===== src/rtl/alte_pkg.sv =====
// Shared types and constants for the array list table engine.
package alte_pkg;

    localparam int DATA_W    = 32;
    localparam int OP_W      = 3;
    localparam int POS_W     = 4;
    localparam int CNT_W     = 5;
    localparam int ST_W      = 2;
    localparam int MAX_SLOTS = 16;

    localparam logic [CNT_W-1:0] CAP_RESET = 5'd10;
    localparam logic [CNT_W-1:0] NONE_IDX  = 5'h1F;

    typedef enum logic [OP_W-1:0] {
        OP_APPEND = 3'd0,
        OP_READ   = 3'd1,
        OP_WRITE  = 3'd2,
        OP_REMOVE = 3'd3,
        OP_SEARCH = 3'd4,
        OP_POP    = 3'd5
    } opcode_t;

    typedef enum logic [ST_W-1:0] {
        ST_OK      = 2'd0,
        ST_FULL    = 2'd1,
        ST_BAD_POS = 2'd2,
        ST_EMPTY   = 2'd3
    } status_t;

    typedef enum logic [2:0] {
        RD_POS      = 3'd0,
        RD_LAST     = 3'd1,
        RD_POS_INC  = 3'd2,
        RD_ZERO     = 3'd3,
        RD_IDX_INC  = 3'd4,
        RD_IDX_INC2 = 3'd5
    } rd_sel_t;

    typedef enum logic [1:0] {
        WR_NONE  = 2'd0,
        WR_TAIL  = 2'd1,
        WR_POS   = 2'd2,
        WR_SHIFT = 2'd3
    } wr_sel_t;

    typedef enum logic [1:0] {
        IDX_HOLD = 2'd0,
        IDX_POS  = 2'd1,
        IDX_ZERO = 2'd2,
        IDX_INC  = 2'd3
    } idx_sel_t;

    typedef struct packed {
        logic     load_item;
        rd_sel_t  rd_sel;
        wr_sel_t  wr_sel;
        idx_sel_t idx_sel;
        logic     inc_count;
        logic     dec_count;
        logic     set_status;
        status_t  status_code;
        logic     cap_data;
        logic     set_found;
        logic     publish;
    } cmd_t;

    typedef struct packed {
        opcode_t op;
        logic    full;
        logic    pos_bad;
        logic    empty;
        logic    rm_tail;
        logic    shift_last;
        logic    search_hit;
        logic    search_last;
        logic    out_free;
    } flags_t;

endpackage


===== src/rtl/array_list_table_engine_unit.sv =====
// Top level of the array list table engine: bounded word list with linear search.
//
//  Channel   Ports                                            Direction
//  --------  -----------------------------------------------  ---------
//  config    cfg_wr_en, cfg_wr_data (capacity)                 in
//  item      s_valid/s_ready, s_opcode, s_position, s_value    in
//  result    m_valid/m_ready, m_data_out, m_found_index,       out
//            m_entry_count, m_status
//
// One word is handled at a time. Each operation passes from the accepting idle
// state through an execute state to a done state. Unless a check fails, read and
// pop add a read-wait state, remove before the tail adds a shift state that moves
// each later entry in turn, and search of a non-empty list adds a search state
// that compares entries until a hit or the last one. The done state waits until
// the output register is free and then loads it. The shift and the search walk
// the entry RAM one address per cycle through its single registered read port.
// Reset is synchronous and active low; it empties the list and restores a
// capacity of ten, while the entry RAM itself keeps whatever it held.
// The result sits in an output register. While m_ready holds it there, the
// next finished word waits in the controller, and the item side is not ready
// again until that word has moved into the output register.
module array_list_table_engine_unit #(
    parameter int DEPTH = 16
) (
    input  logic                               aclk,
    input  logic                               aresetn,

    input  logic                               cfg_wr_en,
    input  logic        [alte_pkg::CNT_W-1:0]  cfg_wr_data,

    input  logic                               s_valid,
    output logic                               s_ready,
    input  logic        [alte_pkg::OP_W-1:0]   s_opcode,
    input  logic        [alte_pkg::POS_W-1:0]  s_position,
    input  logic signed [alte_pkg::DATA_W-1:0] s_value,

    output logic                               m_valid,
    input  logic                               m_ready,
    output logic signed [alte_pkg::DATA_W-1:0] m_data_out,
    output logic signed [alte_pkg::CNT_W-1:0]  m_found_index,
    output logic        [alte_pkg::CNT_W-1:0]  m_entry_count,
    output logic        [alte_pkg::ST_W-1:0]   m_status
);

    // Commands flow from the controller to the datapath, and the datapath
    // reports comparisons and the output register's state back.
    alte_pkg::cmd_t   cmd;
    alte_pkg::flags_t flags;

    // The controller decides, per cycle, which address the RAM reads, which
    // entry it writes, and when the count and the result fields change.
    alte_ctrl u_ctrl (
        .aclk    (aclk),
        .aresetn (aresetn),
        .s_valid (s_valid),
        .s_ready (s_ready),
        .flags   (flags),
        .cmd     (cmd)
    );

    // The datapath holds the entries, the count, the capacity register and the
    // output word. Only the first min(DEPTH, 16) entries can ever be addressed.
    alte_dp #(
        .DEPTH (DEPTH)
    ) u_dp (
        .aclk          (aclk),
        .aresetn       (aresetn),
        .cfg_wr_en     (cfg_wr_en),
        .cfg_wr_data   (cfg_wr_data),
        .s_opcode      (s_opcode),
        .s_position    (s_position),
        .s_value       (s_value),
        .m_valid       (m_valid),
        .m_ready       (m_ready),
        .m_data_out    (m_data_out),
        .m_found_index (m_found_index),
        .m_entry_count (m_entry_count),
        .m_status      (m_status),
        .cmd           (cmd),
        .flags         (flags)
    );

endmodule


===== src/rtl/alte_ram.sv =====
// Generic simple dual-port RAM with one write port and a registered read port.
module alte_ram #(
    parameter int WIDTH = 32,
    parameter int DEPTH = 16
) (
    input  logic                     aclk,
    input  logic                     wr_en,
    input  logic [$clog2(DEPTH)-1:0] wr_addr,
    input  logic [WIDTH-1:0]         wr_data,
    input  logic [$clog2(DEPTH)-1:0] rd_addr,
    output logic [WIDTH-1:0]         rd_data
);

    logic [WIDTH-1:0] mem [DEPTH];
    logic [WIDTH-1:0] rd_data_reg;

    always_ff @(posedge aclk) begin
        if (wr_en) begin
            mem[wr_addr] <= wr_data;
        end
        rd_data_reg <= mem[rd_addr];
    end

    assign rd_data = rd_data_reg;

endmodule


===== src/rtl/alte_ctrl.sv =====
// Controller state machine that sequences each list operation.
module alte_ctrl (
    input  logic                  aclk,
    input  logic                  aresetn,
    input  logic                  s_valid,
    output logic                  s_ready,
    input  alte_pkg::flags_t      flags,
    output alte_pkg::cmd_t        cmd
);

    typedef enum logic [5:0] {
        S_IDLE   = 6'b000001,
        S_EXEC   = 6'b000010,
        S_RDWAIT = 6'b000100,
        S_SHIFT  = 6'b001000,
        S_SEARCH = 6'b010000,
        S_DONE   = 6'b100000
    } state_t;

    state_t state_reg;
    state_t state_next;

    assign s_ready = (state_reg == S_IDLE);

    always_comb begin
        state_next      = state_reg;
        cmd.load_item   = 1'b0;
        cmd.rd_sel      = alte_pkg::RD_POS;
        cmd.wr_sel      = alte_pkg::WR_NONE;
        cmd.idx_sel     = alte_pkg::IDX_HOLD;
        cmd.inc_count   = 1'b0;
        cmd.dec_count   = 1'b0;
        cmd.set_status  = 1'b0;
        cmd.status_code = alte_pkg::ST_OK;
        cmd.cap_data    = 1'b0;
        cmd.set_found   = 1'b0;
        cmd.publish     = 1'b0;

        unique case (state_reg)
            S_IDLE: begin
                if (s_valid) begin
                    cmd.load_item = 1'b1;
                    state_next    = S_EXEC;
                end
            end
            S_EXEC: begin
                state_next = S_DONE;
                unique case (flags.op)
                    alte_pkg::OP_APPEND: begin
                        if (flags.full) begin
                            cmd.set_status  = 1'b1;
                            cmd.status_code = alte_pkg::ST_FULL;
                        end else begin
                            cmd.wr_sel    = alte_pkg::WR_TAIL;
                            cmd.inc_count = 1'b1;
                        end
                    end
                    alte_pkg::OP_READ: begin
                        if (flags.pos_bad) begin
                            cmd.set_status  = 1'b1;
                            cmd.status_code = alte_pkg::ST_BAD_POS;
                        end else begin
                            cmd.rd_sel = alte_pkg::RD_POS;
                            state_next = S_RDWAIT;
                        end
                    end
                    alte_pkg::OP_WRITE: begin
                        if (flags.pos_bad) begin
                            cmd.set_status  = 1'b1;
                            cmd.status_code = alte_pkg::ST_BAD_POS;
                        end else begin
                            cmd.wr_sel = alte_pkg::WR_POS;
                        end
                    end
                    alte_pkg::OP_REMOVE: begin
                        if (flags.pos_bad) begin
                            cmd.set_status  = 1'b1;
                            cmd.status_code = alte_pkg::ST_BAD_POS;
                        end else if (flags.rm_tail) begin
                            cmd.dec_count = 1'b1;
                        end else begin
                            cmd.idx_sel = alte_pkg::IDX_POS;
                            cmd.rd_sel  = alte_pkg::RD_POS_INC;
                            state_next  = S_SHIFT;
                        end
                    end
                    alte_pkg::OP_SEARCH: begin
                        if (!flags.empty) begin
                            cmd.idx_sel = alte_pkg::IDX_ZERO;
                            cmd.rd_sel  = alte_pkg::RD_ZERO;
                            state_next  = S_SEARCH;
                        end
                    end
                    alte_pkg::OP_POP: begin
                        if (flags.empty) begin
                            cmd.set_status  = 1'b1;
                            cmd.status_code = alte_pkg::ST_EMPTY;
                        end else begin
                            cmd.rd_sel = alte_pkg::RD_LAST;
                            state_next = S_RDWAIT;
                        end
                    end
                    default: begin
                        state_next = S_DONE;
                    end
                endcase
            end
            S_RDWAIT: begin
                cmd.cap_data  = 1'b1;
                cmd.dec_count = (flags.op == alte_pkg::OP_POP);
                state_next    = S_DONE;
            end
            S_SHIFT: begin
                cmd.wr_sel  = alte_pkg::WR_SHIFT;
                cmd.rd_sel  = alte_pkg::RD_IDX_INC2;
                cmd.idx_sel = alte_pkg::IDX_INC;
                if (flags.shift_last) begin
                    cmd.dec_count = 1'b1;
                    state_next    = S_DONE;
                end
            end
            S_SEARCH: begin
                cmd.rd_sel = alte_pkg::RD_IDX_INC;
                if (flags.search_hit) begin
                    cmd.set_found = 1'b1;
                    state_next    = S_DONE;
                end else if (flags.search_last) begin
                    state_next = S_DONE;
                end else begin
                    cmd.idx_sel = alte_pkg::IDX_INC;
                end
            end
            S_DONE: begin
                if (flags.out_free) begin
                    cmd.publish = 1'b1;
                    state_next  = S_IDLE;
                end
            end
            default: begin
                state_next = S_IDLE;
            end
        endcase
    end

    always_ff @(posedge aclk) begin
        if (!aresetn) begin
            state_reg <= S_IDLE;
        end else begin
            state_reg <= state_next;
        end
    end

endmodule


===== src/rtl/alte_dp.sv =====
// Datapath: entry store, count, capacity, working registers and result register.
module alte_dp #(
    parameter int DEPTH = 16
) (
    input  logic                                   aclk,
    input  logic                                   aresetn,
    input  logic                                   cfg_wr_en,
    input  logic        [alte_pkg::CNT_W-1:0]      cfg_wr_data,
    input  logic        [alte_pkg::OP_W-1:0]       s_opcode,
    input  logic        [alte_pkg::POS_W-1:0]      s_position,
    input  logic signed [alte_pkg::DATA_W-1:0]     s_value,
    output logic                                   m_valid,
    input  logic                                   m_ready,
    output logic signed [alte_pkg::DATA_W-1:0]     m_data_out,
    output logic signed [alte_pkg::CNT_W-1:0]      m_found_index,
    output logic        [alte_pkg::CNT_W-1:0]      m_entry_count,
    output logic        [alte_pkg::ST_W-1:0]       m_status,
    input  alte_pkg::cmd_t                         cmd,
    output alte_pkg::flags_t                       flags
);

    localparam int SLOTS = (DEPTH < alte_pkg::MAX_SLOTS) ? DEPTH : alte_pkg::MAX_SLOTS;
    localparam int AW    = $clog2(SLOTS);
    localparam logic [alte_pkg::CNT_W-1:0] SLOTS_CNT = alte_pkg::CNT_W'(SLOTS);

    // Latched item.
    alte_pkg::opcode_t                  op_reg;
    logic [alte_pkg::POS_W-1:0]         pos_reg;
    logic [alte_pkg::DATA_W-1:0]        val_reg;

    // Control state.
    logic [alte_pkg::CNT_W-1:0]         count_reg, count_next;
    logic [alte_pkg::CNT_W-1:0]         cap_reg, cap_next;
    logic [alte_pkg::CNT_W-1:0]         idx_reg, idx_next;
    logic                               m_valid_reg, m_valid_next;

    // Working result and output word.
    logic [alte_pkg::DATA_W-1:0]        res_data_reg, res_data_next;
    logic [alte_pkg::CNT_W-1:0]         res_found_reg, res_found_next;
    alte_pkg::status_t                  res_status_reg, res_status_next;
    logic [alte_pkg::DATA_W-1:0]        m_data_reg;
    logic [alte_pkg::CNT_W-1:0]         m_found_reg;
    logic [alte_pkg::CNT_W-1:0]         m_count_reg;
    alte_pkg::status_t                  m_status_reg;

    logic [alte_pkg::CNT_W:0]           idx_p1, idx_p2;
    logic [alte_pkg::CNT_W-1:0]         pos_p1, count_m1, limit;
    logic                               wr_en;
    logic [AW-1:0]                      wr_addr, rd_addr;
    logic [alte_pkg::DATA_W-1:0]        wr_data, rd_data;

    assign idx_p1   = {1'b0, idx_reg} + 1'b1;
    assign idx_p2   = {1'b0, idx_reg} + 2'd2;
    assign pos_p1   = {1'b0, pos_reg} + 1'b1;
    assign count_m1 = count_reg - 1'b1;
    assign limit    = (cap_reg > SLOTS_CNT) ? SLOTS_CNT : cap_reg;

    always_comb begin
        case (cmd.rd_sel)
            alte_pkg::RD_POS:      rd_addr = pos_reg[AW-1:0];
            alte_pkg::RD_LAST:     rd_addr = count_m1[AW-1:0];
            alte_pkg::RD_POS_INC:  rd_addr = pos_p1[AW-1:0];
            alte_pkg::RD_ZERO:     rd_addr = '0;
            alte_pkg::RD_IDX_INC:  rd_addr = idx_p1[AW-1:0];
            alte_pkg::RD_IDX_INC2: rd_addr = idx_p2[AW-1:0];
            default:               rd_addr = '0;
        endcase
    end

    always_comb begin
        wr_en   = 1'b1;
        wr_addr = idx_reg[AW-1:0];
        wr_data = rd_data;
        case (cmd.wr_sel)
            alte_pkg::WR_TAIL: begin
                wr_addr = count_reg[AW-1:0];
                wr_data = val_reg;
            end
            alte_pkg::WR_POS: begin
                wr_addr = pos_reg[AW-1:0];
                wr_data = val_reg;
            end
            alte_pkg::WR_SHIFT: begin
                wr_addr = idx_reg[AW-1:0];
                wr_data = rd_data;
            end
            default: begin
                wr_en = 1'b0;
            end
        endcase
    end

    alte_ram #(
        .WIDTH (alte_pkg::DATA_W),
        .DEPTH (SLOTS)
    ) u_entries (
        .aclk    (aclk),
        .wr_en   (wr_en),
        .wr_addr (wr_addr),
        .wr_data (wr_data),
        .rd_addr (rd_addr),
        .rd_data (rd_data)
    );

    assign flags.op          = op_reg;
    assign flags.full        = (count_reg >= limit);
    assign flags.pos_bad     = ({1'b0, pos_reg} >= count_reg);
    assign flags.empty       = (count_reg == '0);
    assign flags.rm_tail     = (pos_p1 >= count_reg);
    assign flags.shift_last  = (idx_p2 >= {1'b0, count_reg});
    assign flags.search_hit  = (rd_data == val_reg);
    assign flags.search_last = (idx_p1 >= {1'b0, count_reg});
    assign flags.out_free    = !m_valid_reg || m_ready;

    always_comb begin
        cap_next = cfg_wr_en ? cfg_wr_data : cap_reg;

        count_next = count_reg;
        if (cmd.inc_count) begin
            count_next = count_reg + 1'b1;
        end else if (cmd.dec_count) begin
            count_next = count_m1;
        end

        case (cmd.idx_sel)
            alte_pkg::IDX_POS:  idx_next = {1'b0, pos_reg};
            alte_pkg::IDX_ZERO: idx_next = '0;
            alte_pkg::IDX_INC:  idx_next = idx_p1[alte_pkg::CNT_W-1:0];
            default:            idx_next = idx_reg;
        endcase

        res_data_next   = res_data_reg;
        res_found_next  = res_found_reg;
        res_status_next = res_status_reg;
        if (cmd.load_item) begin
            res_data_next   = '0;
            res_found_next  = alte_pkg::NONE_IDX;
            res_status_next = alte_pkg::ST_OK;
        end
        if (cmd.set_status) begin
            res_status_next = cmd.status_code;
        end
        if (cmd.cap_data) begin
            res_data_next = rd_data;
        end
        if (cmd.set_found) begin
            res_found_next = idx_reg;
        end

        if (cmd.publish) begin
            m_valid_next = 1'b1;
        end else if (m_ready) begin
            m_valid_next = 1'b0;
        end else begin
            m_valid_next = m_valid_reg;
        end
    end

    always_ff @(posedge aclk) begin
        if (!aresetn) begin
            count_reg   <= '0;
            cap_reg     <= alte_pkg::CAP_RESET;
            m_valid_reg <= 1'b0;
        end else begin
            count_reg   <= count_next;
            cap_reg     <= cap_next;
            m_valid_reg <= m_valid_next;
        end
    end

    always_ff @(posedge aclk) begin
        if (cmd.load_item) begin
            op_reg  <= alte_pkg::opcode_t'(s_opcode);
            pos_reg <= s_position;
            val_reg <= s_value;
        end
        idx_reg        <= idx_next;
        res_data_reg   <= res_data_next;
        res_found_reg  <= res_found_next;
        res_status_reg <= res_status_next;
        if (cmd.publish) begin
            m_data_reg   <= res_data_reg;
            m_found_reg  <= res_found_reg;
            m_count_reg  <= count_reg;
            m_status_reg <= res_status_reg;
        end
    end

    assign m_valid       = m_valid_reg;
    assign m_data_out    = m_data_reg;
    assign m_found_index = m_found_reg;
    assign m_entry_count = m_count_reg;
    assign m_status      = m_status_reg;

endmodule

===== config.mk =====
export PLATFORM = sky130hd
export DESIGN_NAME = array_list_table_engine_unit
export DESIGN_NICKNAME = d
export VERILOG_FILES = /design/src/rtl/alte_pkg.sv /design/src/rtl/array_list_table_engine_unit.sv /design/src/rtl/alte_ram.sv /design/src/rtl/alte_ctrl.sv /design/src/rtl/alte_dp.sv
export SDC_FILE = /design/constraint.sdc
export NUM_CORES = 1
export LEC_CHECK = 0
export ABC_AREA = 1
export BUFFER_PORTS_ARGS = -buffer_cell sky130_fd_sc_hd__buf_2
export CORE_ASPECT_RATIO = 0.6
export CORE_MARGIN = 2
export CORE_UTILIZATION = 35
export CTS_CLUSTER_DIAMETER = 100
export CTS_CLUSTER_SIZE = 16
export DETAILED_ROUTE_END_ITERATION = 7
export PLACE_DENSITY_LB_ADDON = 0.25
export SETUP_SLACK_MARGIN = 0.05
export SLEW_MARGIN = 20
export SYNTH_ARGS = -nofsm -noshare
export SYNTH_HDL_FRONTEND = slang
export SYNTH_SLANG_ARGS = --single-unit

===== constraint.sdc =====
create_clock -name aclk -period 5.5 [get_ports aclk]
set_input_delay 0.825 -clock aclk [delete_from_list [all_inputs] [get_ports aclk]]
set_output_delay 0.825 -clock aclk [all_outputs]
set_load 0.005 [all_outputs]

Word level (Yosys, flattened, before mapping)
Memories as Yosys holds them, arrays and structs flattened. A register that Yosys moved wholly into a read port is not among the register bits.
Index checks and enable logic that the tools add are counted.
- bits in registers: 144
- RAM bits: 512
- bits of input ports: 49
- output and inout port bits: 46
- word-level logic and storage cells: 135
- memories kept: 1
- add/sub/neg operators: 5
- order comparisons: 6
- eq/ne operators: 26
- muxes and demuxes: 67
- reductions and logical operators: 15
- memories (memory ; depth ; width ; read ports ; clocked after Yosys merged registers in ; write ports ; line ; text):
    u_dp.u_entries.mem ; 16 ; 32 ; 1 ; 1 ; 1 ; alte_ram.sv:14 ; logic [WIDTH-1:0] mem [DEPTH];
- operator list (kind ; number):
    32-bit two-way mux ; 3
    6-bit two-way mux ; 10
    6-bit case mux with 6 select lines ; 1
    32-bit == test ; 1
    3-bit case mux with 3 select lines ; 3
    5-bit two-way mux ; 5
    6-bit case mux with 4 select lines ; 1
    1-bit two-way mux ; 22
    4-bit case mux with 5 select lines ; 1
    2-bit two-way mux ; 9
    3-bit two-way mux ; 5
    5-bit case mux with 3 select lines ; 1
    3-bit == test, second input constant ; 4
    6-bit by 5-bit >= comparator with 1-bit output ; 2
    2-bit case mux with 2 select lines ; 3
    5-bit >= comparator ; 2
    2-bit nonzero test ; 5
    3-bit by 2-bit == test with 1-bit output, second input constant ; 3
    2-bit == test, second input constant ; 4
    4-bit case mux with 2 select lines ; 1
    5-bit by 1-bit adder with 6-bit output, second input constant ; 1
    5-bit by 2-bit adder with 6-bit output, second input constant ; 1
    3-bit by 1-bit == test with 1-bit output, second input constant ; 2
    6-bit by 1-bit == test with 1-bit output, second input constant ; 1
    23 further kinds ; 28

Logic depth before layout (Yosys ltp)
Gate-level depths: netlist (run 1).
- word-level depth: 11
- mapped depth: 23
- mapped depth without buffers: 21

Hierarchy
Synthesis (run 1) repeated with hierarchy kept, for this count alone.
- cells, all modules: 2955
- area total of the unflattened synthesis: 30289.0 µm²
- by module, submodules not included (module ; instances ; cells an instance ; area an instance (µm²) ; sequential area each (µm²)):
    alte_ram ; 1 ; 2120 ; 22744.3 ; 16015.4
    alte_dp ; 1 ; 715 ; 6817.8 ; 4033.9
    alte_ctrl ; 1 ; 120 ; 726.9 ; 120.1

Worst setup path after synthesis (run 1)
OpenSTA, ideal clock, no wires.
- kind: register to register
- start point: register u_dp.cap_reg[0] in the netlist's numbering
- end point: memory u_dp.u_entries.mem[4][0], enable pin
- library setup time: 0.421 ns
- arrival time: 4.458 ns
- data required time: 5.079 ns
- path slack: 0.621 ns
- stages on the path, launching flop included: 17
- path buffers: 1
- period minus slack after synthesis: 4.879 ns
- path through: dfxtp_1 > o41ai_1 > nand2_1 > ha_1 > a21oi_1 > nand3b_1 > o2111ai_1 > nor3_1 > nor2_1 > inv_1 > ha_1 > inv_1 > clkbuf_1 > o21ai_0 > inv_1 > nand2_1 > nor2_1
- longest elaborated chain between the ends: 11
- elaborated cells on any way between the ends: 14
- those cells by class: 2 x order compare; 3 x eq/ne; 8 x mux; 1 x reduce/logical
- ends and longest elaborated chain (item ; line ; text):
    from (decl) ; alte_dp.sv:33 ; logic [alte_pkg::CNT_W-1:0] cap_reg, cap_next;
    from (signal assigned) ; alte_dp.sv:162 ; cap_reg <= alte_pkg::CAP_RESET;
    from (signal assigned) ; alte_dp.sv:166 ; cap_reg <= cap_next;
    5-bit > comparator ; alte_dp.sv:56 ; assign limit = (cap_reg > SLOTS_CNT) ? SLOTS_CNT : cap_reg;
    5-bit two-way mux (*) ; alte_dp.sv:56 ;
    5-bit >= comparator (*) ; alte_dp.sv:106 ; assign flags.full = (count_reg >= limit);
    1-bit two-way mux (*) ; alte_ctrl.sv:50 ; if (flags.full) begin
    2-bit case mux with 2 select lines (*) ; alte_ctrl.sv:48 ; unique case (flags.op)
    2-bit case mux with 2 select lines (*) ; alte_ctrl.sv:39 ; unique case (state_reg)
    2-bit == test / 2-bit by 1-bit == test with 1-bit output (equally long branches) ; alte_dp.sv:74 ; case (cmd.wr_sel)
    3-bit OR reduction (no line) ; - ;
    1-bit two-way mux ; alte_dp.sv:74 ;
    1-bit two-way mux ; alte_ram.sv:18 ; if (wr_en) begin
    1-bit two-way mux (not written as such) ; alte_ram.sv:19 ; mem[wr_addr] <= wr_data;
    to (decl) ; alte_ram.sv:14 ;
Mark *: on every way between the ends. The rest lies on a longest branch, timed or not.

Worst setup path after layout (run 1)
- start point: register u_dp.cap_reg[1] in the netlist's numbering
- end point: memory u_dp.u_entries.mem[13][30], enable pin
The elaborated chain is that of the path after synthesis.

==> results of run 1 <==
[layer usage]
layer,track usage (%),vias up,share of wire [%]
li1,-,9557,-
met1,27.5,9194,49
met2,26.1,523,42
met3,3.02,92,6.3
met4,4.98,2,2.5
met5,0,-,0.016
[power by group]
group / internal, W / total, W / switching [W]
Sequential: 0.00651 / 0.00671 / 0.000194
Clock: 0.00166 / 0.00348 / 0.00182
Combinational: 0.000749 / 0.00293 / 0.00218
Total: 0.00892 / 0.0131 / 0.00420
[area by class of cell]
type,instances,share of cell area (%)
Clock buffer,84,3.98
Sequential cell,688,60.0
Multi-Input combinational cell,1464,20.9
Antenna cell,1,0.00745
Clock inverter,3,0.134
Tap cell,1147,4.27
Timing Repair Buffer,173,3.71
Inverter,624,6.98
[repair_timing]
item	CTS	global route
resized for setup	0	1
endpoints found under the hold margin	0	0
endpoints found under the setup margin	0	14
[worst max-delay path: cells and delay by family (launching register included)]
kind	cells	cell delay [ns]
flip-flops	1	0.33
AO/OA/AOI/OAI	5	1.22
adder cells (fa/ha/maj)	2	0.60
AND/OR/NAND/NOR	6	1.34
buffers and inverters	3	0.87
[cells by family (layout without fill, tap and decap cells)]
family / after synthesis / after routing / share of synthesized area (%)
xor gates and xnor gates: 30 / 30 / 0.877
buffers and inverters: 739 / 884 / 9.80
DFF: 688 / 688 / 67.3
and+or+nand+nor: 1312 / 1312 / 18.9
AOI/OAI and AO/OA: 90 / 90 / 1.70
adders and majority gates: 32 / 32 / 1.34
other: 0 / 1 / 0
[worst max path at each step]
stage / from / to / slack (ns) / depth (start not counted)
final: u_dp.cap_reg[1]$_SDFFE_PN1P_ / u_dp.u_entries.mem[13][30]$_DFFE_PP_ / 0.74 / 16
after CTS: u_dp.cap_reg[1]$_SDFFE_PN1P_ / u_dp.u_entries.mem[12][30]$_DFFE_PP_ / 0.51 / 16
after floorplan: u_dp.cap_reg[0]$_SDFFE_PN0P_ / u_dp.u_entries.mem[4][0]$_DFFE_PP_ / 0.62 / 16
after global routing: u_dp.cap_reg[1]$_SDFFE_PN1P_ / u_dp.u_entries.mem[12][29]$_DFFE_PP_ / 0.25 / 16
after global placement: u_dp.cap_reg[1]$_SDFFE_PN1P_ / u_dp.u_entries.mem[12][30]$_DFFE_PP_ / 0.76 / 16
after detailed placement: u_dp.cap_reg[1]$_SDFFE_PN1P_ / u_dp.u_entries.mem[12][30]$_DFFE_PP_ / 0.54 / 16
[metrics by stage]
| step | area, µm² | power [W] | std cells | worst slack, ns |
|---|---|---|---|---|
| finish | 33600 | 0.0131 | 4184 | 0.736 |
| global route | 33600 | 0.0137 | 4183 | 0.254 |
| global placement | 32200 | 0.00977 | 4095 | 0.757 |
| CTS | 33600 | 0.0132 | 4183 | 0.511 |
| detailed placement | 32200 | 0.00977 | 4096 | 0.542 |
| floorplan | 30000 | 0.00840 | 2891 | 0.621 |
[cells in the final DEF, fill, tap and decap left out, drive strengths merged]
| cell type | n |
|---|---|
| nand2 | 701 |
| edfxtp | 639 |
| inv | 625 |
| nand3 | 474 |
| buf | 173 |
| nor2 | 102 |
| clkbuf | 84 |
| o21ai | 54 |
| dfxtp | 49 |
| ha | 32 |
| nand4 | 23 |
| xnor2 | 21 |
| a21oi | 15 |
| xor2 | 9 |
| o211ai | 5 |
| o2111ai | 4 |
| nor4 | 4 |
| nor3 | 4 |
| o21a | 3 |
| nand3b | 3 |
| a21boi | 2 |
| o221ai | 2 |
| clkinv | 2 |
| diode | 1 |
| a31oi | 1 |
| or2 | 1 |
| o41ai | 1 |
| o22ai | 1 |
| a211oi | 1 |
| o31ai | 1 |
==> out/qor.csv, run 1 <==
stage,metric,value,unit
run_status,status,finished clean,
grt,grt_max_degree,103,
sta,totalNegativeSetupSlack,0,ns
floorplanning,die_area,0.0880,mm²
critical_path,worst_r2r_path_depth,16,
floorplanning,core_area,0.0852,mm²
detailed_routing,firstDrtPassIters,7,
critical_path,r2r-end,u_dp.u_entries.mem[13][30]$_DFFE_PP_,
floorplanning,boundaryPins,95,
placement,portBuffers,94,
clock_network,clock_sink_count,688,
final_layout,regArea,0.0202,mm²
final_layout,regMostFlops,u_dp.u_entries.mem,
grt,grt_pass1_vias,18400,
final_layout,area.growth.synth_to_final,12.2,%
detailed_routing,antenna_violating_nets_post_route,0,
sta,worst_hold_slack_after_final_layout,0.362,ns
hold_path,hp-start,s_value[6],
sta,report.final.slew_viol_count,0,
grt,antenna_found_initial,2,
clock_network,cts_buffer_depth,3,
floorplanning,die_height,231,µm
detailed_routing,postRouteWirelength,79500,µm
pwr,powerDensity,391,mW/mm²
critical_path,timing.setup.critical_path_class,reg2reg,
sta,worst-slew-pin-transition,1.15,ns
grt,grt_util_all_layers,18.0,%
critical_path,critical-path-top-cell-by-count,sky130_fd_sc_hd__ha_1,
final_layout,fin_util,39.4,%
hold_path,holdPathStages,1,
grt,grt_remaining_overflow,0,
final_layout,largest_register_ff_count,512,
logic_synthesis,commonest_cells_post_synth,"sky130_fd_sc_hd__nand2_1, sky130_fd_sc_hd__edfxtp_1, sky130_fd_sc_hd__inv_1, sky130_fd_sc_hd__nand3_1, sky130_fd_sc_hd__nor2_1",
critical_path,crit_path_start_kind,flip-flop,
placement,gpl.final_weighted_congestion,0.835,
detailed_routing,post_drt_wl_per_cell,19.0,µm
hold_path,min-delay-path-class,in2reg,
logic_synthesis,yosys.area.top_type_share,64.1,%
logic_synthesis,synth_edf_count,639,
critical_path,reg2reg_from,u_dp.cap_reg[1]$_SDFFE_PN1P_,
sta,final_period_utilization,86.6,%
grt,grt_first_pass_wirelength,119000,µm
logic_synthesis,yosys_warnings,0,
logic_synthesis,synth.ff_latch_count,688,
final_layout,final_net_count,3080,
hold_path,min_to,u_dp.val_reg[6]$_DFFE_PP_,
logic_synthesis,dominant_synthesized_flop_cell,sky130_fd_sc_hd__edfxtp_1,
logic_synthesis,seq_area_frac_synth,67.3,%
clock_network,clkLatencyLatePin,0.63,ns
sta,rsz0062_at_grt,no,
critical_path,timing.critical_path.required,5.75,ns
clock_network,worst_setup_hold_path_clk_slew,0.08,ns
sta,timing.final.crit_period,4.76,ns
flow_run,cap_violations,0,
critical_path,timing.critical_path.arrival,5.01,ns
placement,dp.final_hpwl,49200,µm
logic_synthesis,synthesized_netlist_cell_count,2891,
sta,finalHoldViolCount,0,
final_layout,fill_cells,8339,
logic_synthesis,netlist_top_cells_area,"sky130_fd_sc_hd__edfxtp_1, sky130_fd_sc_hd__nand2_1, sky130_fd_sc_hd__nand3_1",
sta,max_clock_freq,0.210,GHz
clock_network,cts-hold-fix-buffers,0,
floorplanning,width_of_the_die,382,µm
final_layout,final_layout_size_suffix_gt1_share,8.99,%
logic_synthesis,number_of_nets_in_the_synthesized_netlist,2972,
detailed_routing,avgViaCountPerCell,4.63,
logic_synthesis,synth_async_sr_flop_share,0,%
critical_path,critical_path.max_stage_delay,0.55,ns
logic_synthesis,count_leader_synth,sky130_fd_sc_hd__nand2_1,
detailed_routing,drt_iter0_drc,1943,
logic_synthesis,mapped_cell_area,0.0300,mm²
logic_synthesis,synthesis.area_per_instance,10.4,µm²
critical_path,worstPathMaxFanout,32,
clock_network,ctsRootBufferMaster,sky130_fd_sc_hd__clkbuf_16,
pwr,power.static_leakage,14.3,nW
sta,maxSlewHeadroom,22.3,%
detailed_routing,drc,0,
critical_path,rrSetupSlack,0.74,ns
detailed_routing,route.vias.total,19400,
critical_path,critical-path-slowest-cell,sky130_fd_sc_hd__o41ai_1,
sta,final.setup_skew,0.0321,ns
critical_path,timing.critical_path.to_type,flip-flop,
clock_network,post_cts_buffers,0,
floorplanning,core.rowCount,83,
clock_network,cts_buffer_count,48,
logic_synthesis,yosys.area.top_type,sky130_fd_sc_hd__edfxtp_1,
sta,final-setup-viol-count,0,
floorplanning,initial_core_util,35.2,%
clock_network,cts-htree-levels,2,
final_layout,multi_input_area,0.00701,mm²
clock_network,cts_tree,yes,
pwr,irDropWorstVdd,0.230,mV
logic_synthesis,synth_cell_type_count,39,
critical_path,cell_by_cell_trace_of_the_critical_path,o41ai_1 -> nand2_1 -> ha_1 -> a21oi_1 -> nand3b_1 -> o2111ai_1 -> nor3_2 -> nor2_1 -> inv_1 -> ha_1 -> inv_2 -> o211ai_1 -> o21ai_0 -> nand3_1 -> nor2_4 -> buf_4,
(Power assumes the default switching activity.)
==> run 2: changes to the inputs <==
- ABC_AREA: 1 -> default
- CORE_ASPECT_RATIO: 0.6 -> 0.8
==> out/qor.csv, run 2 <==
stage,metric,value,unit
final_layout,post-route-cell-area,0.0308,mm²
detailed_routing,firstDrtPassIters,5,
final_layout,final_layout_size_suffix_gt1_share,12.4,%
grt,grt_remaining_overflow,0,
run_status,status,finished clean,
logic_synthesis,number_of_nets_in_the_synthesized_netlist,2135,
clock_network,worst_setup_hold_path_clk_slew,0.07,ns
clock_network,cts_buffer_count,48,
pwr,powerDensity,482,mW/mm²
grt,grt_util_all_layers,17.9,%
placement,gpl.final_weighted_congestion,0.878,
sta,final_critical_path_setup_slack,0.843,ns
clock_network,clkLatencyLatePin,0.61,ns
logic_synthesis,synth_edf_count,639,
hold_path,min-delay-path-class,in2reg,
clock_network,cts_buffer_depth,3,
sta,report.final.slew_viol_count,0,
floorplanning,core.rowCount,91,
logic_synthesis,synth_cell_type_count,62,
sta,worst-slew-pin-transition,1.06,ns
logic_synthesis,yosys.area.top_type_share,69.7,%
clock_network,ctsRootBufferMaster,sky130_fd_sc_hd__clkbuf_16,
final_layout,fill_cells,7220,
detailed_routing,post_drt_wl_per_cell,23.1,µm
detailed_routing,route.vias.total,16900,
grt,antenna_found_initial,4,
final_layout,regArea,0.0202,mm²
pwr,power.share.switching,34.8,%
floorplanning,initial_core_util,35.5,%
pwr,irDropWorstVdd,0.248,mV
logic_synthesis,netlist_top_cells_area,"sky130_fd_sc_hd__edfxtp_1, sky130_fd_sc_hd__nand2_1, sky130_fd_sc_hd__dfxtp_1",
sta,final_period_utilization,84.7,%
critical_path,timing.setup.critical_path_class,reg2reg,
grt,grt_pass1_vias,16600,
logic_synthesis,synthesized_netlist_cell_count,2054,
final_layout,most_frequent_standard_cell_in_the_layout_excluding_fill_and_tap_cells,sky130_fd_sc_hd__edfxtp_1,
sta,worst_hold_slack_after_final_layout,0.394,ns
detailed_routing,drc,0,
clock_network,cts_tree,yes,
clock_network,cts-htree-levels,2,
logic_synthesis,commonest_cells_post_synth,"sky130_fd_sc_hd__edfxtp_1, sky130_fd_sc_hd__nand2_1, sky130_fd_sc_hd__a21oi_1, sky130_fd_sc_hd__nand3_1, sky130_fd_sc_hd__clkbuf_1",
placement,dp.final_hpwl,45900,µm
placement,portBuffers,94,
pwr,pwr-share-seq,48.5,%
sta,final.setup_skew,0.0215,ns
grt,grt_max_degree,85,
clock_network,clock_sink_count,688,
floorplanning,die_area,0.0810,mm²
detailed_routing,avgViaCountPerCell,5.29,
grt,grt_first_pass_wirelength,109000,µm
logic_synthesis,mapped_cell_area,0.0275,mm²
logic_synthesis,yosys.area.top_type,sky130_fd_sc_hd__edfxtp_1,
flow_run,cap_violations,0,
logic_synthesis,synth_async_sr_flop_share,0,%
sta,totalNegativeSetupSlack,0,ns
critical_path,crit_path_start_kind,flip-flop,
logic_synthesis,synthesis.area_per_instance,13.4,µm²
final_layout,final_net_count,2219,
clock_network,post_cts_buffers,0,
placement,dp_worst_setup_slack,0.880,ns
pwr,power_frac_comb,28.3,%
floorplanning,width_of_the_die,318,µm
sta,final-setup-viol-count,0,
floorplanning,boundaryPins,95,
logic_synthesis,dominant_synthesized_flop_cell,sky130_fd_sc_hd__edfxtp_1,
critical_path,worstPathMaxFanout,21,
critical_path,timing.critical_path.arrival,4.91,ns
detailed_routing,postRouteWirelength,73900,µm
logic_synthesis,synth.ff_latch_count,688,
critical_path,timing.critical_path.required,5.75,ns
final_layout,mostFrequentLayoutCells,"sky130_fd_sc_hd__edfxtp_1, sky130_fd_sc_hd__nand2_1, sky130_fd_sc_hd__a21oi_1",
final_layout,largest_register_ff_count,512,
detailed_routing,drt_iter0_drc,1698,
logic_synthesis,seq_area_frac_synth,73.2,%
sta,max_clock_freq,0.215,GHz
placement,dpl-instance-area,0.0294,mm²
sta,rsz0062_at_grt,no,
pwr,p_sw,0.00517,W
pwr,internal_cell_power,0.00970,W
final_layout,regMostFlops,u_dp.u_entries.mem,
final_layout,area.growth.synth_to_final,12.0,%
sta,timing.final.crit_period,4.66,ns
pwr,power.static_leakage,10.6,nW
final_layout,multi_input_area,0.00691,mm²
logic_synthesis,yosys_warnings,0,
floorplanning,core_area,0.0775,mm²
detailed_routing,antenna_violating_nets_post_route,0,
clock_network,cts_resized,0,
critical_path,timing.critical_path.to_type,flip-flop,
critical_path,rrSetupSlack,0.84,ns
logic_synthesis,count_leader_synth,sky130_fd_sc_hd__edfxtp_1,
pwr,clockPowerShare,23.1,%
clock_network,cts-hold-fix-buffers,0,
floorplanning,die_height,255,µm
sta,maxSlewHeadroom,28.7,%
sta,finalHoldViolCount,0,
## run 2: metrics by stage
stage / total power (W) / util (%) / std cells
finish: 0.0149 / 39.8 / 3201
global route: 0.0156 / 39.8 / 3200
CTS: 0.0150 / 39.8 / 3200
detailed placement: 0.0115 / 38.0 / 3111
global placement: 0.0115 / 38.0 / 3111
floorplan: 0.00982 / - / 2054
## run 2: routing by layer
| layer | global-route usage, % | up-vias | part of all wire [%] |
|---|---|---|---|
| met5 | 0 | - | 0.014 |
| met4 | 5.20 | 2 | 2.6 |
| met3 | 3.12 | 99 | 7.1 |
| met2 | 27.8 | 596 | 44 |
| met1 | 26.0 | 8514 | 46 |
| li1 | - | 7712 | - |
## run 2: power groups by stage
stage | logic (W) | clock network (W) | registers, W
after floorplan | 0.00269 | 0 | 0.00713
after global placement | 0.00416 | 0 | 0.00732
after detailed placement | 0.00421 | 0 | 0.00733
after CTS | 0.00422 | 0.00353 | 0.00721
after global routing | 0.00460 | 0.00371 | 0.00726
final | 0.00422 | 0.00344 | 0.00722
## run 2: final cells by class
| class | instances | share of cell area [%] |
|---|---|---|
| Antenna cell | 1 | 0.00811 |
| Tap cell | 1023 | 4.15 |
| Clock inverter | 1 | 0.0527 |
| Inverter | 21 | 0.256 |
| Timing Repair Buffer | 150 | 3.21 |
| Multi-Input combinational cell | 1229 | 22.4 |
| Clock buffer | 88 | 4.52 |
| Sequential cell | 688 | 65.4 |
## run 2: final timing paths
check,start,depth (start not counted),end
worst max-delay path,u_dp.count_reg[1]$_SDFFE_PN0P_,15,u_dp.u_entries.mem[5][1]$_DFFE_PP_
worst min-delay path,s_value[24],1,u_dp.val_reg[24]$_DFFE_PP_
worst max register to register,u_dp.count_reg[1]$_SDFFE_PN0P_,15,u_dp.u_entries.mem[5][1]$_DFFE_PP_
worst min register to register,u_dp.res_data_reg[30]$_SDFFCE_PN0P_,0,u_dp.m_data_out[30]$_DFFE_PP_
## run 2: worst max-delay path, cell delays in order, from the launching register on
cell and delay, ns:
sky130_fd_sc_hd__dfxtp_1 0.56, sky130_fd_sc_hd__inv_1 0.24, sky130_fd_sc_hd__ha_1 0.25, sky130_fd_sc_hd__a21o_1 0.17, sky130_fd_sc_hd__a31oi_1 0.23, sky130_fd_sc_hd__o21ba_2 0.19
sky130_fd_sc_hd__nor2_1 0.04, sky130_fd_sc_hd__nor2_1 0.18, sky130_fd_sc_hd__nor4b_1 0.25, sky130_fd_sc_hd__nor2_1 0.15, sky130_fd_sc_hd__ha_2 0.55, sky130_fd_sc_hd__buf_4 0.44
sky130_fd_sc_hd__o21a_1 0.21, sky130_fd_sc_hd__nand2_1 0.23, sky130_fd_sc_hd__nor2_4 0.20, sky130_fd_sc_hd__buf_4 0.40
## run 2: cell families after synthesis
| group | count (synthesis) | synth area share [%] |
|---|---|---|
| AND/OR/NAND/NOR | 808 | 12.9 |
| flip-flops | 688 | 73.2 |
| AO/OA/AOI/OAI | 304 | 6.96 |
| buffers and inverters | 137 | 2.42 |
| XOR/XNOR | 47 | 1.49 |
| multiplexers | 38 | 1.53 |
| adder cells (fa/ha/maj) | 32 | 1.45 |
==> run 3: changes to the inputs <==
- clock period: 5.5 -> 4.5 ns (I/O delays scaled with it)
==> out/qor.csv, run 3 (synthesis results as in run 2) <==
stage,metric,value,unit
detailed_routing,postRouteWirelength,74000,µm
sta,worst-slew-pin-transition,0.808,ns
detailed_routing,antenna_violating_nets_post_route,0,
flow_run,cap_violations,0,
placement,gpl.final_weighted_congestion,0.853,
detailed_routing,drc,0,
clock_network,cts_tree,yes,
sta,worst_hold_slack_after_final_layout,0.238,ns
sta,timing.final.crit_period,4.12,ns
pwr,powerDensity,583,mW/mm²
clock_network,cts-htree-levels,2,
pwr,irDropWorstVdd,0.316,mV
final_layout,largest_register_ff_count,512,
placement,dpl-instance-area,0.0298,mm²
final_layout,num_antenna_cells,0,
hold_path,holdPathStages,1,
pwr,p_sw,0.00622,W
run_status,status,finished clean,
sta,final-setup-viol-count,0,
clock_network,post_cts_buffers,0,
floorplanning,width_of_the_die,318,µm
clock_network,cts_buffer_count,48,
detailed_routing,firstDrtPassIters,6,
pwr,pwr-share-seq,48.7,%
critical_path,timing.critical_path.arrival,4.41,ns
pwr,power.share.switching,34.2,%
sta,finalHoldViolCount,0,
pwr,power.static_leakage,10.7,nW
placement,dp.final_hpwl,44400,µm
final_layout,final_layout_size_suffix_gt1_share,13.1,%
hold_path,hp-start,s_value[20],
clock_network,ctsRootBufferMaster,sky130_fd_sc_hd__clkbuf_16,
critical_path,reg2reg_from,u_dp.pos_reg[1]$_DFFE_PP_,
critical_path,timing.setup.critical_path_class,reg2reg,
hold_path,min_to,u_dp.val_reg[20]$_DFFE_PP_,
grt,grt_first_pass_wirelength,108000,µm
clock_network,clkLatencyLatePin,0.61,ns
floorplanning,initial_core_util,35.5,%
sta,final.setup_skew,0.0142,ns
grt,antenna_found_initial,4,
floorplanning,die_area,0.0810,mm²
sta,maxSlewHeadroom,46.1,%
pwr,clockPowerShare,23.1,%
final_layout,mostFrequentLayoutCells,"sky130_fd_sc_hd__edfxtp_1, sky130_fd_sc_hd__nand2_1, sky130_fd_sc_hd__a21oi_1",
final_layout,fin_util,40.2,%
hold_path,min-delay-path-class,in2reg,
clock_network,worst_setup_hold_path_clk_slew,0.08,ns
clock_network,cts_resized,0,
critical_path,timing.critical_path.to_type,flip-flop,
grt,grt_max_degree,77,
grt,grt_remaining_overflow,0,
floorplanning,boundaryPins,95,
placement,dp.cells,3124,
detailed_routing,avgViaCountPerCell,5.28,
sta,final_period_utilization,91.6,%
sta,report.final.slew_viol_count,0,
critical_path,r2r-end,u_dp.u_entries.mem[0][14]$_DFFE_PP_,
clock_network,clock_sink_count,688,
critical_path,worstPathMaxFanout,15,
placement,portBuffers,94,
grt,grt_util_all_layers,18.1,%
pwr,power_frac_comb,28.2,%
sta,rsz0062_at_grt,no,
clock_network,cts_buffer_depth,3,
critical_path,worst_r2r_path_depth,15,
final_layout,area.growth.synth_to_final,13.2,%
final_layout,final-instance-count-excl-fill,3211,
final_layout,post-route-cell-area,0.0312,mm²
grt,grt_pass1_vias,16300,
critical_path,rrSetupSlack,0.38,ns
detailed_routing,route.vias.total,16900,
floorplanning,core_area,0.0775,mm²
detailed_routing,post_drt_wl_per_cell,23.0,µm
pwr,internal_cell_power,0.0120,W
final_layout,final_net_count,2232,
final_layout,most_frequent_standard_cell_in_the_layout_excluding_fill_and_tap_cells,sky130_fd_sc_hd__edfxtp_1,
floorplanning,die_height,255,µm
pwr,power,0.0182,W
final_layout,regMostFlops,u_dp.u_entries.mem,
critical_path,timing.critical_path.required,4.79,ns
clock_network,cts-hold-fix-buffers,0,
detailed_routing,drt_iter0_drc,1928,
sta,max_clock_freq,0.243,GHz
floorplanning,core.rowCount,91,
critical_path,crit_path_start_kind,flip-flop,
[run 3: changes by cell type in the layout (fill, tap and decap cells not counted)]
cell                       previous run  this run
sky130_fd_sc_hd__buf_12               8        27
sky130_fd_sc_hd__clkbuf_1            38        36
sky130_fd_sc_hd__diode_2              1         0
sky130_fd_sc_hd__and2_1              36        34
sky130_fd_sc_hd__buf_4               48        42
sky130_fd_sc_hd__and2_2               1         3
[run 3: worst max path at each step]
stage	start	cells after the start	endpoint	slack (ns)
3_5_place_dp	u_dp.count_reg[0]$_SDFFE_PN0P_	16	u_dp.u_entries.mem[0][14]$_DFFE_PP_	0.46
6_report	u_dp.pos_reg[1]$_DFFE_PP_	15	u_dp.u_entries.mem[0][14]$_DFFE_PP_	0.38
3_3_place_gp	u_dp.count_reg[0]$_SDFFE_PN0P_	16	u_dp.u_entries.mem[0][16]$_DFFE_PP_	0.51
5_1_grt	u_dp.count_reg[0]$_SDFFE_PN0P_	16	u_dp.u_entries.mem[0][10]$_DFFE_PP_	0.07
4_1_cts	u_dp.count_reg[0]$_SDFFE_PN0P_	16	u_dp.u_entries.mem[0][10]$_DFFE_PP_	0.43
2_1_floorplan	u_dp.count_reg[2]$_SDFFE_PN0P_	17	u_dp.u_entries.mem[7][0]$_DFFE_PP_	-0.26
[run 3: power by group through the flow]
stage | registers [W] | clock network [W] | logic [W]
after floorplan | 0.00872 | 0 | 0.00329
after global placement | 0.00898 | 0 | 0.00502
after detailed placement | 0.00899 | 0 | 0.00510
after CTS | 0.00884 | 0.00431 | 0.00512
after global routing | 0.00890 | 0.00453 | 0.00562
final | 0.00885 | 0.00420 | 0.00513
[run 3: through the flow]
stage	setup TNS, ns	worst slack (ns)
floorplan	-110.37	-0.258
global placement	0	0.512
detailed placement	0	0.461
CTS	0	0.432
global route	0	0.0741
finish	0	0.378
[run 3: layer usage]
layer  track usage (%)  part of all wire (%)
met2              28.5                    45
met5                 0                 0.030
met1              26.3                    46
met4              4.03                   1.6
met3              3.06                   7.0
[run 3: worst max-delay path: stages (launching register included)]
cell and delay (ns):
sky130_fd_sc_hd__edfxtp_1 0.54, sky130_fd_sc_hd__ha_1 0.25, sky130_fd_sc_hd__a21o_1 0.17, sky130_fd_sc_hd__a31oi_1 0.28
sky130_fd_sc_hd__o21ba_2 0.19, sky130_fd_sc_hd__nor2_1 0.04, sky130_fd_sc_hd__nor2_1 0.21, sky130_fd_sc_hd__nor4b_1 0.26
sky130_fd_sc_hd__nor2_1 0.12, sky130_fd_sc_hd__ha_2 0.47, sky130_fd_sc_hd__nor2_1 0.07, sky130_fd_sc_hd__a21oi_1 0.15
sky130_fd_sc_hd__nor2b_1 0.21, sky130_fd_sc_hd__nand2_1 0.28, sky130_fd_sc_hd__nor2_4 0.22, sky130_fd_sc_hd__buf_4 0.29
[run 3: cell type report]
class	count	area, µm²
Clock inverter	1	16.3
Multi-Input combinational cell	1229	6910
Timing Repair Buffer	163	1330
Fill cell	7205	46400
Sequential cell	688	20200
Clock buffer	86	1390
Inverter	21	78.8
Tap cell	1023	1280
